[config.mk]
export PLATFORM = sky130hd
export DESIGN_NAME = line_follower_motor_control_core_flat
export DESIGN_NICKNAME = d
export VERILOG_FILES = /design/src/design/lfmc_pkg.sv /design/src/design/lfmc_if.sv /design/src/design/lfmc_cfg_regs.sv /design/src/design/lfmc_ctrl.sv /design/src/design/line_follower_motor_control_core.sv /design/src/flat_wrapper.sv
export SDC_FILE = /design/constraint.sdc
export NUM_CORES = 1
export LEC_CHECK = 0
export BUFFER_PORTS_ARGS = -buffer_cell sky130_fd_sc_hd__buf_2
export CORE_MARGIN = 2
export CORE_UTILIZATION = 60
export CTS_CLUSTER_DIAMETER = 50
export DETAILED_ROUTE_END_ITERATION = 7
export GPL_TIMING_DRIVEN = 1
export PLACE_DENSITY = 0.82
export SYNTH_ARGS = -nofsm -noshare
export SYNTH_HDL_FRONTEND = slang
export SYNTH_SLANG_ARGS = --single-unit
[constraint.sdc]
create_clock -name clk_i -period 4.5 [get_ports clk_i]
set_input_delay 0.45 -clock clk_i [delete_from_list [all_inputs] [get_ports clk_i]]
set_output_delay 0.45 -clock clk_i [all_outputs]
set_load 0.05 [all_outputs]
[src/design/lfmc_pkg.sv]
package lfmc_pkg;

  // counter width of the shared ramp/stop timer
  localparam int unsigned TimerBits = 16;
  localparam int unsigned PeriodBits = 16;
  localparam int unsigned CmpBits = (TimerBits > PeriodBits) ? TimerBits : PeriodBits;

  localparam int unsigned CfgIdxBits = 2;
  localparam int unsigned CfgDataBits = 16;

  typedef enum logic [CfgIdxBits-1:0] {
    CfgLineWhite  = 2'd0,
    CfgRampPeriod = 2'd1,
    CfgStopPeriod = 2'd2
  } cfg_idx_e;

  typedef enum logic {
    GoalRamp = 1'b0,
    GoalStop = 1'b1
  } goal_e;

  // sensor patterns (bits 1 to 5 of the port)
  localparam logic [7:0] PatAll      = 8'h3E;
  localparam logic [7:0] PatHardL    = 8'h30;
  localparam logic [7:0] PatHardR    = 8'h06;
  localparam logic [7:0] PatMidL     = 8'h32;
  localparam logic [7:0] PatMidR     = 8'h26;
  localparam logic [7:0] PatSoftL    = 8'h3A;
  localparam logic [7:0] PatSoftR    = 8'h2E;
  localparam logic [7:0] PatStraight = 8'h36;

  localparam logic [PeriodBits-1:0] ResetRampPeriod = 16'd5200;
  localparam logic [PeriodBits-1:0] ResetStopPeriod = 16'd31250;

  localparam logic [7:0] ResetDuty      = 8'd120;
  localparam logic [7:0] ResetDirection = 8'd6;
  localparam logic [7:0] StopDirection  = 8'd0;
  localparam logic [1:0] MaxLevel       = 2'd3;

  typedef struct packed {
    logic                  line_is_white;
    logic [PeriodBits-1:0] ramp_period;
    logic [PeriodBits-1:0] stop_period;
  } cfg_t;

  typedef struct packed {
    logic [7:0] duty_a;
    logic [7:0] duty_b;
    logic       pwm_on;
    logic [7:0] direction_bits;
    logic [1:0] speed_level;
  } res_t;

  // straight-line duty by speed level
  function automatic logic [7:0] speed_duty(input logic [1:0] lvl);
    logic [7:0] d;
    case (lvl)
      2'd0:    d = 8'd170;
      2'd1:    d = 8'd170;
      2'd2:    d = 8'd180;
      2'd3:    d = 8'd180;
      default: d = 8'd170;
    endcase
    return d;
  endfunction

endpackage

[src/design/lfmc_if.sv]
interface lfmc_in_if;
  logic       valid;
  logic       ready;
  logic       mode;
  logic [7:0] sensor_port;

  modport source (output valid, output mode, output sensor_port, input ready);
  modport sink (input valid, input mode, input sensor_port, output ready);
endinterface

interface lfmc_out_if;
  logic       valid;
  logic       ready;
  logic [7:0] duty_a;
  logic [7:0] duty_b;
  logic       pwm_on;
  logic [7:0] direction_bits;
  logic [1:0] speed_level;

  modport source (output valid, output duty_a, output duty_b, output pwm_on,
                  output direction_bits, output speed_level, input ready);
  modport sink (input valid, input duty_a, input duty_b, input pwm_on,
                input direction_bits, input speed_level, output ready);
endinterface

[src/design/lfmc_cfg_regs.sv]
module lfmc_cfg_regs (
  input  logic                            clk_i,
  input  logic                            rst_ni,
  input  logic                            cfg_we_i,
  input  logic [lfmc_pkg::CfgIdxBits-1:0]  cfg_idx_i,
  input  logic [lfmc_pkg::CfgDataBits-1:0] cfg_data_i,
  output lfmc_pkg::cfg_t                   cfg_o
);
  import lfmc_pkg::*;

  cfg_t cfg_q, cfg_d;

  always_comb begin
    cfg_d = cfg_q;
    if (cfg_we_i) begin
      case (cfg_idx_i)
        CfgLineWhite:  cfg_d.line_is_white = cfg_data_i[0];
        CfgRampPeriod: cfg_d.ramp_period   = cfg_data_i[PeriodBits-1:0];
        CfgStopPeriod: cfg_d.stop_period   = cfg_data_i[PeriodBits-1:0];
        default:       cfg_d = cfg_q;
      endcase
    end
  end

  always_ff @(posedge clk_i or negedge rst_ni) begin
    if (!rst_ni) begin
      cfg_q.line_is_white <= 1'b0;
      cfg_q.ramp_period   <= ResetRampPeriod;
      cfg_q.stop_period   <= ResetStopPeriod;
    end else begin
      cfg_q <= cfg_d;
    end
  end

  assign cfg_o = cfg_q;

endmodule

[src/design/lfmc_ctrl.sv]
module lfmc_ctrl (
  input  logic           clk_i,
  input  logic           rst_ni,
  input  logic           adv_i,
  input  logic           mode_i,
  input  logic [7:0]     port_i,
  input  lfmc_pkg::cfg_t cfg_i,
  output lfmc_pkg::res_t res_o
);
  import lfmc_pkg::*;

  logic [7:0]           duty_a_q, duty_a_d;
  logic [7:0]           duty_b_q, duty_b_d;
  logic                 pwm_q, pwm_d;
  logic [7:0]           dir_q, dir_d;
  logic [1:0]           level_q, level_d;
  logic                 run_q, run_d;
  logic [TimerBits-1:0] cnt_q, cnt_d;
  goal_e                goal_q, goal_d;

  logic [7:0]           pat;
  logic [TimerBits-1:0] cnt_inc;
  logic [PeriodBits-1:0] period;
  logic                 period_done;
  logic [1:0]           level_up;

  assign pat         = port_i ^ (cfg_i.line_is_white ? PatAll : 8'h00);
  assign cnt_inc     = cnt_q + TimerBits'(1);
  assign period      = (goal_q == GoalStop) ? cfg_i.stop_period : cfg_i.ramp_period;
  assign period_done = CmpBits'(cnt_inc) >= CmpBits'(period);
  assign level_up    = level_q + 2'd1;

  always_comb begin
    duty_a_d = duty_a_q;
    duty_b_d = duty_b_q;
    pwm_d    = pwm_q;
    dir_d    = dir_q;
    level_d  = level_q;
    run_d    = run_q;
    cnt_d    = cnt_q;
    goal_d   = goal_q;
    if (!mode_i) begin
      // sensor change: any running timer stops; all-line and straight start a new one
      run_d = 1'b0;
      if (pat == PatAll) begin
        run_d  = 1'b1;
        goal_d = GoalStop;
        cnt_d  = '0;
      end else begin
        pwm_d = 1'b1;
        case (pat)
          PatHardL: begin
            duty_a_d = 8'd185;
            duty_b_d = 8'd0;
          end
          PatHardR: begin
            duty_a_d = 8'd0;
            duty_b_d = 8'd185;
          end
          PatMidL: begin
            duty_a_d = 8'd180;
            duty_b_d = 8'd120;
          end
          PatMidR: begin
            duty_a_d = 8'd120;
            duty_b_d = 8'd180;
          end
          PatSoftL: begin
            duty_a_d = 8'd170;
            duty_b_d = 8'd135;
          end
          PatSoftR: begin
            duty_a_d = 8'd135;
            duty_b_d = 8'd170;
          end
          PatStraight: begin
            level_d  = 2'd0;
            duty_a_d = speed_duty(2'd0);
            duty_b_d = speed_duty(2'd0);
            run_d    = 1'b1;
            goal_d   = GoalRamp;
            cnt_d    = '0;
          end
          default: begin
            pwm_d = 1'b1;
          end
        endcase
      end
    end else if (run_q) begin
      // timer tick
      if (!period_done) begin
        cnt_d = cnt_inc;
      end else begin
        cnt_d = '0;
        if (goal_q == GoalRamp) begin
          if (level_q != MaxLevel) begin
            level_d  = level_up;
            duty_a_d = speed_duty(level_up);
            duty_b_d = speed_duty(level_up);
          end
        end else begin
          dir_d = StopDirection;
          pwm_d = 1'b0;
          run_d = 1'b0;
        end
      end
    end
  end

  always_ff @(posedge clk_i or negedge rst_ni) begin
    if (!rst_ni) begin
      duty_a_q <= ResetDuty;
      duty_b_q <= ResetDuty;
      pwm_q    <= 1'b1;
      dir_q    <= ResetDirection;
      level_q  <= 2'd0;
      run_q    <= 1'b0;
      cnt_q    <= '0;
      goal_q   <= GoalRamp;
    end else if (adv_i) begin
      duty_a_q <= duty_a_d;
      duty_b_q <= duty_b_d;
      pwm_q    <= pwm_d;
      dir_q    <= dir_d;
      level_q  <= level_d;
      run_q    <= run_d;
      cnt_q    <= cnt_d;
      goal_q   <= goal_d;
    end
  end

  // result is the state after the update
  always_comb begin
    res_o.duty_a         = duty_a_d;
    res_o.duty_b         = duty_b_d;
    res_o.pwm_on         = pwm_d;
    res_o.direction_bits = dir_d;
    res_o.speed_level    = level_d;
  end

endmodule

[src/design/line_follower_motor_control_core.sv]
// line follower motor control core: each request is either a sensor port change (mode 0) or
// one prescaled timer tick (mode 1), and produces exactly one result carrying both pwm duties,
// the pwm enable, the motor direction byte and the current speed level, all taken after the
// update. a request is latched in an input register, the state update is one short step of
// logic, and the result sits in an output register; one request is taken every clock cycle
// while results are being drained. when the output is stalled the input register holds one
// more request before ready drops.
// configuration (line colour, ramp and stop periods) is written through the plain write port
// and must only change while no request is in flight; a write is seen from the next cycle.
module line_follower_motor_control_core (
  input  logic                             clk_i,
  input  logic                             rst_ni,
  lfmc_in_if.sink                          in_if,
  lfmc_out_if.source                       out_if,
  input  logic                             cfg_we_i,
  input  logic [lfmc_pkg::CfgIdxBits-1:0]  cfg_idx_i,
  input  logic [lfmc_pkg::CfgDataBits-1:0] cfg_data_i
);
  import lfmc_pkg::*;

  cfg_t       cfg;
  res_t       res;

  // input register
  logic       in_vld_q;
  logic       in_mode_q;
  logic [7:0] in_port_q;

  // result register
  logic       out_vld_q;
  res_t       out_q;

  logic       adv;
  logic       in_take;

  // the request in the input register moves on once the result slot is free or draining
  assign adv     = in_vld_q && (!out_vld_q || out_if.ready);
  assign in_take = in_if.valid && in_if.ready;

  assign in_if.ready = !in_vld_q || adv;

  lfmc_cfg_regs u_cfg (
    .clk_i      (clk_i),
    .rst_ni     (rst_ni),
    .cfg_we_i   (cfg_we_i),
    .cfg_idx_i  (cfg_idx_i),
    .cfg_data_i (cfg_data_i),
    .cfg_o      (cfg)
  );

  lfmc_ctrl u_ctrl (
    .clk_i  (clk_i),
    .rst_ni (rst_ni),
    .adv_i  (adv),
    .mode_i (in_mode_q),
    .port_i (in_port_q),
    .cfg_i  (cfg),
    .res_o  (res)
  );

  // control bits
  always_ff @(posedge clk_i or negedge rst_ni) begin
    if (!rst_ni) begin
      in_vld_q  <= 1'b0;
      out_vld_q <= 1'b0;
    end else begin
      if (in_if.ready) begin
        in_vld_q <= in_if.valid;
      end
      if (adv) begin
        out_vld_q <= 1'b1;
      end else if (out_if.ready) begin
        out_vld_q <= 1'b0;
      end
    end
  end

  // payload, no reset needed
  always_ff @(posedge clk_i) begin
    if (in_take) begin
      in_mode_q <= in_if.mode;
      in_port_q <= in_if.sensor_port;
    end
    if (adv) begin
      out_q <= res;
    end
  end

  assign out_if.valid          = out_vld_q;
  assign out_if.duty_a         = out_q.duty_a;
  assign out_if.duty_b         = out_q.duty_b;
  assign out_if.pwm_on         = out_q.pwm_on;
  assign out_if.direction_bits = out_q.direction_bits;
  assign out_if.speed_level    = out_q.speed_level;

endmodule

[src/flat_wrapper.sv]
// flat-port wrapper written by rule: the top's interface ports become plain ports
module line_follower_motor_control_core_flat import lfmc_pkg::*;
  (clk_i, rst_ni, cfg_we_i, cfg_idx_i, cfg_data_i, in_if_valid, in_if_mode, in_if_sensor_port, in_if_ready, out_if_valid, out_if_duty_a, out_if_duty_b, out_if_pwm_on, out_if_direction_bits, out_if_speed_level, out_if_ready);
  lfmc_in_if in_if_i ();
  lfmc_out_if out_if_i ();
  input  logic clk_i;
  input  logic rst_ni;
  input  logic cfg_we_i;
  input  logic [lfmc_pkg::CfgIdxBits-1:0] cfg_idx_i;
  input  logic [lfmc_pkg::CfgDataBits-1:0] cfg_data_i;
  input wire logic [$bits(in_if_i.valid)-1:0] in_if_valid;
  input wire logic [$bits(in_if_i.mode)-1:0] in_if_mode;
  input wire logic [$bits(in_if_i.sensor_port)-1:0] in_if_sensor_port;
  output wire logic [$bits(in_if_i.ready)-1:0] in_if_ready;
  output wire logic [$bits(out_if_i.valid)-1:0] out_if_valid;
  output wire logic [$bits(out_if_i.duty_a)-1:0] out_if_duty_a;
  output wire logic [$bits(out_if_i.duty_b)-1:0] out_if_duty_b;
  output wire logic [$bits(out_if_i.pwm_on)-1:0] out_if_pwm_on;
  output wire logic [$bits(out_if_i.direction_bits)-1:0] out_if_direction_bits;
  output wire logic [$bits(out_if_i.speed_level)-1:0] out_if_speed_level;
  input wire logic [$bits(out_if_i.ready)-1:0] out_if_ready;
  assign in_if_i.valid = in_if_valid;
  assign in_if_i.mode = in_if_mode;
  assign in_if_i.sensor_port = in_if_sensor_port;
  assign in_if_ready = in_if_i.ready;
  assign out_if_valid = out_if_i.valid;
  assign out_if_duty_a = out_if_i.duty_a;
  assign out_if_duty_b = out_if_i.duty_b;
  assign out_if_pwm_on = out_if_i.pwm_on;
  assign out_if_direction_bits = out_if_i.direction_bits;
  assign out_if_speed_level = out_if_i.speed_level;
  assign out_if_i.ready = out_if_ready;
  line_follower_motor_control_core u_core (.clk_i(clk_i), .rst_ni(rst_ni), .in_if(in_if_i), .out_if(out_if_i), .cfg_we_i(cfg_we_i), .cfg_idx_i(cfg_idx_i), .cfg_data_i(cfg_data_i));
endmodule
==> qor.txt, run 1 <==
run status - complete, no violations
fmax - 242 MHz
port buffer count - 60
GRT Overall Usage - 25.9%
Net Sw Power - 933 uW
dpl cell area - 0.00668 mm2
chip height - 106 um
Synth top area share - 23.2%
# fillers - 743
CTS tree - built
Mapped Cells - 572
power per standard cell area - 444 mW/mm2
Total Wirelength - 13.7 mm
vias in the first global route - 4717
Die X - 106 um
clock buffer depth - 2
Avg WL per Cell - 17.7 um
Critical Path End Type - register
Critical Path AT - 4.50 ns
sequential fraction of the synthesis area - 49.7%
average size of a mapped cell - 10.9 um2
Worst R2R Setup Slack - 0.38 ns
Slew Viols, Final - 0
Post-synth EDFFs - 36
CORE AREA - 0.0102 mm2
worst vdd ir - 0.255 mV
top-count cell post-synth - dfrtp_1
fraction of layout cells with a size suffix above 1 - 25.3%
NumNets Final - 679
RSZ-0062 raised after global routing - false
Tcrit/Tclk final - 91.6%
mapped cell area - 0.00626 mm2
total of max-cap violations - 0
syn_nets - 624
Std-Cell Rows - 37
clock sink count - 116
Comb pwr share - 18.2%
crit path launch type - register
initial core utilization - 61.2%
number of CTS-inserted buffers - 17
Slew HR - 30.2%
slowest stage delay, CP - 0.68 ns
crit path cell chain - ha_1 > and3_1 > and3_1 > and3_1 > and3_1 > xor2_1 > ha_1 > nand4_1 > a211oi_1 > a2111o_1 > a221oi_2 > nand2b_1 > o32ai_1
internal power - 2.28 mW
Synth top cells by count - dfrtp_1, edfxtp_1, mux2_2, a21oi_1, clkbuf_1
Hold Buf Count CTS - 0
Yosys warning total - 0
Crit Path Category - reg -> reg
Root Buffer - clkbuf_8
required time of the critical path - 4.88 ns
clock slew at reported path FFs - 0.06 ns
Crit Path Max Fanout - 9
Die ar. - 0.0113 mm2
Main synth FF type - dfrtp_1
Top delay family on crit path - simple AND/OR/NAND/NOR gates
Most common cell on crit path - and3_1
gp weighted congestion - 0.880
number of synthesized register bits - 116
DRC - 0
clock skew - 0.00774 ns
via/cell ratio - 6.30
grt ovf - 0
class of the worst hold path - in -> async
Pwr Total - 3.21 mW
first-pass GRT wire length - 22.9 mm
number of I/O pins - 61
Syn-to-layout area delta - 15.7%
Clk pwr share - 39.8%
Worst Path Buf+Inv - 0
dpl hpwl - 9.13 mm
Final Setup Violations - 0
iteration-0 DRC count of the detailed router - 288
post-CTS sizing - 0
Synth area leader - dfrtp_1
Yosys cell types - 65
antenna cells - 0
Switching Fraction - 29.0%
clk_lat worst skew - 0.52 ns
DR pass1 iterations - 5
Synth area leaders - dfrtp_1, edfxtp_1, dfstp_2
setup TNS - 0 ns
H-tree Lvls - 4
worst slew pin tran - 1.05 ns
fin crit period - 4.12 ns
Detail Route Antenna Nets - 0
Seq pwr share - 42.0%
largest net degree at the start of global routing - 81
fraction of registers with async set/reset - 69.0%
Critical-path top delay cell - a221oi_2
initial antenna violation count - 0
setup bufs post-CTS - 0
DR vias - 4891
hold_ws - 0.0973 ns
Leak Pwr - 3.13 nW
final hold vios - 0
design area - 0.00724 mm2
## worst reg2reg max path, stage by stage, from the launching register on
cell,delay (ns)
dfrtp_1,0.41
ha_1,0.25
and3_1,0.21
and3_1,0.25
and3_1,0.28
and3_1,0.24
xor2_1,0.19
ha_1,0.27
nand4_1,0.14
a211oi_1,0.07
a2111o_1,0.49
a221oi_2,0.68
nand2b_1,0.33
o32ai_1,0.17
## layer usage
| layer | wire length [um] | share of wire, % | global-route usage, % | vias up |
|---|---|---|---|---|
| met4 | 298 | 2.2 | 12.2 | 0 |
| met2 | 6880 | 50 | 42.8 | 195 |
| met5 | 0 | 0 | 0 | - |
| met1 | 5680 | 41 | 32.5 | 2394 |
| met3 | 840 | 6.1 | 5.52 | 24 |
| li1 | - | - | - | 2278 |
## metrics by stage
step                      util, %  setup WS, ns  instances
after detailed placement     65.3         0.491        744
after global routing         70.8         0.134        776
after global placement       65.3         0.684        744
after CTS                    70.8         0.430        776
after floorplan                 -         0.840        572
final                        70.8         0.376        776
## layout by cell type (no fill, tap or decap), types with 6 or more instances in the layout
cell type	synthesis	layout
a211oi_1	7	7
a21oi_1	34	34
a22o_1	7	7
a22oi_1	8	8
a31oi_1	14	14
and3_1	11	11
buf_2	1	59
buf_4	0	9
clkbuf_16	0	16
dfrtp_1	58	58
dfstp_2	22	22
edfxtp_1	36	36
ha_1	20	20
inv_1	15	15
mux2_2	35	35
mux2i_1	17	17
nand2_1	27	27
nand2b_1	12	12
nand3_1	17	17
nand3b_1	6	6
nor2_1	27	27
nor2b_1	20	20
nor3_1	14	14
o211ai_1	11	11
o21ai_0	19	19
o22ai_1	6	6
xnor2_1	11	11
xor2_1	6	6
## power by group through the flow
| stage | Combinational [mW] | Clock, mW | Sequential [mW] |
|---|---|---|---|
| 3_5_place_dp | 0.581 | 0 | 1.36 |
| 3_3_place_gp | 0.550 | 0 | 1.35 |
| 6_report | 0.585 | 1.28 | 1.35 |
| 4_1_cts | 0.586 | 1.29 | 1.35 |
| 5_1_grt | 0.646 | 1.34 | 1.37 |
| 2_1_floorplan | 0.383 | 0 | 1.40 |
## state kept, by name (all words and copies together), names as in the netlist, 2 cells and up
| name | cells |
|---|---|
| u_core.u_ctrl.dir_q | 8 |
| u_core.u_cfg.cfg_o | 33 |
| u_core.out_if.duty_b | 8 |
| u_core.u_ctrl.duty_a_q | 8 |
| u_core.out_if.direction_bits | 8 |
| u_core.u_ctrl.level_q | 2 |
| u_core.in_port_q | 8 |
| u_core.u_ctrl.cnt_q | 16 |
| u_core.out_if.speed_level | 2 |
| u_core.u_ctrl.duty_b_q | 8 |
| u_core.out_if.duty_a | 8 |
## area by class of cell
cell class / count / area [um2] / area share (%)
clock buffers: 18 / 428 / 5.91
clock inverters: 14 / 136 / 1.88
inverters: 15 / 56.3 / 0.778
multi-input cells: 409 / 2980 / 41.1
flip-flops and latches: 116 / 3110 / 43.0
well taps: 136 / 170 / 2.35
repair buffers: 68 / 363 / 5.01
## kinds of logic after synthesis
| group | count (synthesis) | synth area share (%) |
|---|---|---|
| and+or+nand+nor | 168 | 15.0 |
| muxes | 53 | 9.19 |
| DFF | 116 | 49.7 |
| xor gates and xnor gates | 17 | 2.38 |
| buffers and inverters | 47 | 2.96 |
| adders and majority gates | 20 | 4.00 |
| AOI/OAI and AO/OA | 151 | 16.8 |
## worst paths after layout
| check | start | end | cells after the start |
|---|---|---|---|
| min in group clk_i | in_if_mode | u_core.in_mode_q | 1 |
| worst max-delay path | u_core.u_ctrl.cnt_q[0] | u_core.u_ctrl.duty_a_q[1] | 13 |
| max in group asynchronous | rst_ni | u_core.in_vld_q | 1 |
| worst min-delay path | rst_ni | u_core.u_ctrl.dir_q[3] | 1 |
| worst max register to register | u_core.u_ctrl.cnt_q[0] | u_core.u_ctrl.duty_a_q[1] | 13 |
| worst min register to register | u_core.u_ctrl.dir_q[1] | u_core.u_ctrl.dir_q[1] | 1 |
No activity file was read; power rests on OpenSTA's default activity.
==> run 2: changes to the inputs <==
- HOLD_SLACK_MARGIN: not set -> 0.15
==> run 2 against run 1 <==
Critical path depth did not move; clock power about the same; die area unchanged; critical endpoint unchanged; global-route usage grew 0.28 points; hold slack better by 0.077 ns; register-to-register slack hardly changed; clock-buffer cell count unchanged; final cell count up 1.4%; sequential power hardly changed; final area is 1.5% higher; clock skew is essentially flat.
==> qor.txt, run 2 (synthesis gave the netlist of run 1 again) <==
crit path cell chain - ha_1 > and3_1 > and3_1 > and3_1 > and3_1 > xor2_1 > ha_1 > nand4_1 > a211oi_1 > a2111o_1 > a221oi_2 > nand2b_1 > o32ai_1
dpl hpwl - 9.13 mm (unchanged)
antenna cells - 0 (unchanged)
CTS tree - built
max reg flops - 33 (unchanged)
Worst Path Buf+Inv - 0 (unchanged)
initial core utilization - 61.2% (unchanged)
Die ar. - 0.0113 mm2 (unchanged)
Root Buffer - clkbuf_8
crit path launch type - register
RSZ-0062 raised after global routing - false
Syn-to-layout area delta - 17.4%
port buffer count - 60 (unchanged)
required time of the critical path - 4.88 ns (about the same)
Final Setup Violations - 0 (unchanged)
NumNets Final - 690 (+1.6%)
run status - complete, no violations
Crit Path Max Fanout - 9 (unchanged)
largest net degree at the start of global routing - 81 (unchanged)
Core Util, Final - 71.8% (+1.1 points)
GRT Overall Usage - 26.1% (+0.28 points)
clock skew - 0.00737 ns (-0.000376 ns)
clk_lat worst skew - 0.53 ns (about the same)
Critical Path AT - 4.49 ns (about the same)
Pwr Total - 3.22 mW (+0.29%)
vias in the first global route - 4792 (+1.6%)
Crit Path Category - reg -> reg
Slew HR - 30.5% (+0.38 points)
clock slew at reported path FFs - 0.06 ns (about the same)
commonest non-fill, non-tap cell in the layout - buf_2
chip height - 106 um (unchanged)
Most common cell on crit path - and3_1
worst vdd ir - 0.258 mV (+1.3%)
Slew Viols, Final - 0 (unchanged)
fraction of layout cells with a size suffix above 1 - 24.9% (-0.43 points)
H-tree Lvls - 4 (unchanged)
# fillers - 730 (-1.7%)
power per standard cell area - 438 mW/mm2 (-1.2%)
Top delay family on crit path - simple AND/OR/NAND/NOR gates
initial antenna violation count - 0 (unchanged)
number of I/O pins - 61 (unchanged)
DR vias - 4944 (+1.1%)
total of max-cap violations - 0 (unchanged)
final cell count without fillers - 787 (+1.4%)
setup bufs post-CTS - 0 (unchanged)
Critical Path End Type - register
Reg2Reg Depth - 13 (unchanged)
clock buffer depth - 2 (unchanged)
final hold vios - 0 (unchanged)
Die X - 106 um (unchanged)
Tcrit/Tclk final - 91.4% (-0.26 points)
hold path depth - 2
worst slew pin tran - 1.04 ns (-0.00573 ns)
slowest stage delay, CP - 0.67 ns (about the same)
Critical-path top delay cell - a221oi_2
dpl cells - 744 (unchanged)
Detail Route Antenna Nets - 0 (unchanged)
first-pass GRT wire length - 23.1 mm (+1.0%)
CORE AREA - 0.0102 mm2 (unchanged)
number of CTS-inserted buffers - 17 (unchanged)
most frequent cells in the layout - buf_2, dfrtp_1, edfxtp_1, mux2_2, a21oi_1
post-CTS sizing - 0 (unchanged)
via/cell ratio - 6.28 (-0.33%)
fmax - 243 MHz (+0.29%)
Leak Pwr - 3.18 nW (+1.5%)
class of the worst hold path - in -> reg
grt ovf - 0 (unchanged)
gp weighted congestion - 0.880 (unchanged)
Crit path depth - 13 (unchanged)
setup TNS - 0 ns (unchanged)
iteration-0 DRC count of the detailed router - 316 (+9.7%)
Hold Buf Count CTS - 11 (+11)
Std-Cell Rows - 37 (unchanged)
DRC - 0 (unchanged)
Avg WL per Cell - 17.6 um (-0.35%)
clock sink count - 116 (unchanged)
DR pass1 iterations - 5 (unchanged)
fin crit period - 4.11 ns (-0.0119 ns)
Total Wirelength - 13.8 mm (+1.1%)
[run 2: cell types whose count changed in the layout (fill, tap and decap cells not counted), sizes merged]
cell,before,now
dlygate4sd3,0,11
[run 2: where the power goes]
group	total, mW	internal [mW]	switching [mW]
registers	1.35	1.25	0.104
logic	0.593	0.246	0.347
clock network	1.28	0.795	0.485
[run 2: stage by stage]
stage	setup slack, ns	area (um2)	hold WS [ns]
2_1_floorplan	0.840	6260	0.154
3_3_place_gp	0.684	6680	0.472
3_5_place_dp	0.491	6680	0.477
4_1_cts	0.430	7350	0.158
5_1_grt	0.134	7350	0.167
6_report	0.388	7350	0.174
[run 2: worst paths after layout]
kind / endpoint / slack [ns] / start
setup reg to reg: u_core.u_ctrl.duty_a_q[1] / 0.39 / u_core.u_ctrl.cnt_q[0]
min in group asynchronous: u_core.u_ctrl.dir_q[3] / 0.64 / rst_ni
hold / removal: u_core.u_cfg.cfg_o[6] / 0.17 / cfg_data_i[6]
setup / recovery: u_core.u_ctrl.duty_a_q[1] / 0.39 / u_core.u_ctrl.cnt_q[0]
hold reg to reg: u_core.u_ctrl.dir_q[1] / 0.48 / u_core.u_ctrl.dir_q[1]
max in group asynchronous: u_core.out_if.valid / 3.21 / rst_ni
[run 2: layout make-up]
cell class / instances / area [um2] / share of cell area [%]
clock inverters: 14 / 136 / 1.86
inverters: 15 / 56.3 / 0.766
repair buffers: 79 / 473 / 6.43
flip-flops and latches: 116 / 3110 / 42.3
well taps: 136 / 170 / 2.31
multi-input cells: 409 / 2980 / 40.5
clock buffers: 18 / 428 / 5.82
[run 2: per-layer routing]
metal	global-route usage (%)	part of all wire [%]
met4	12.9	2.6
met5	0	0
met3	5.52	6.6
met2	43.5	50
met1	32.4	41
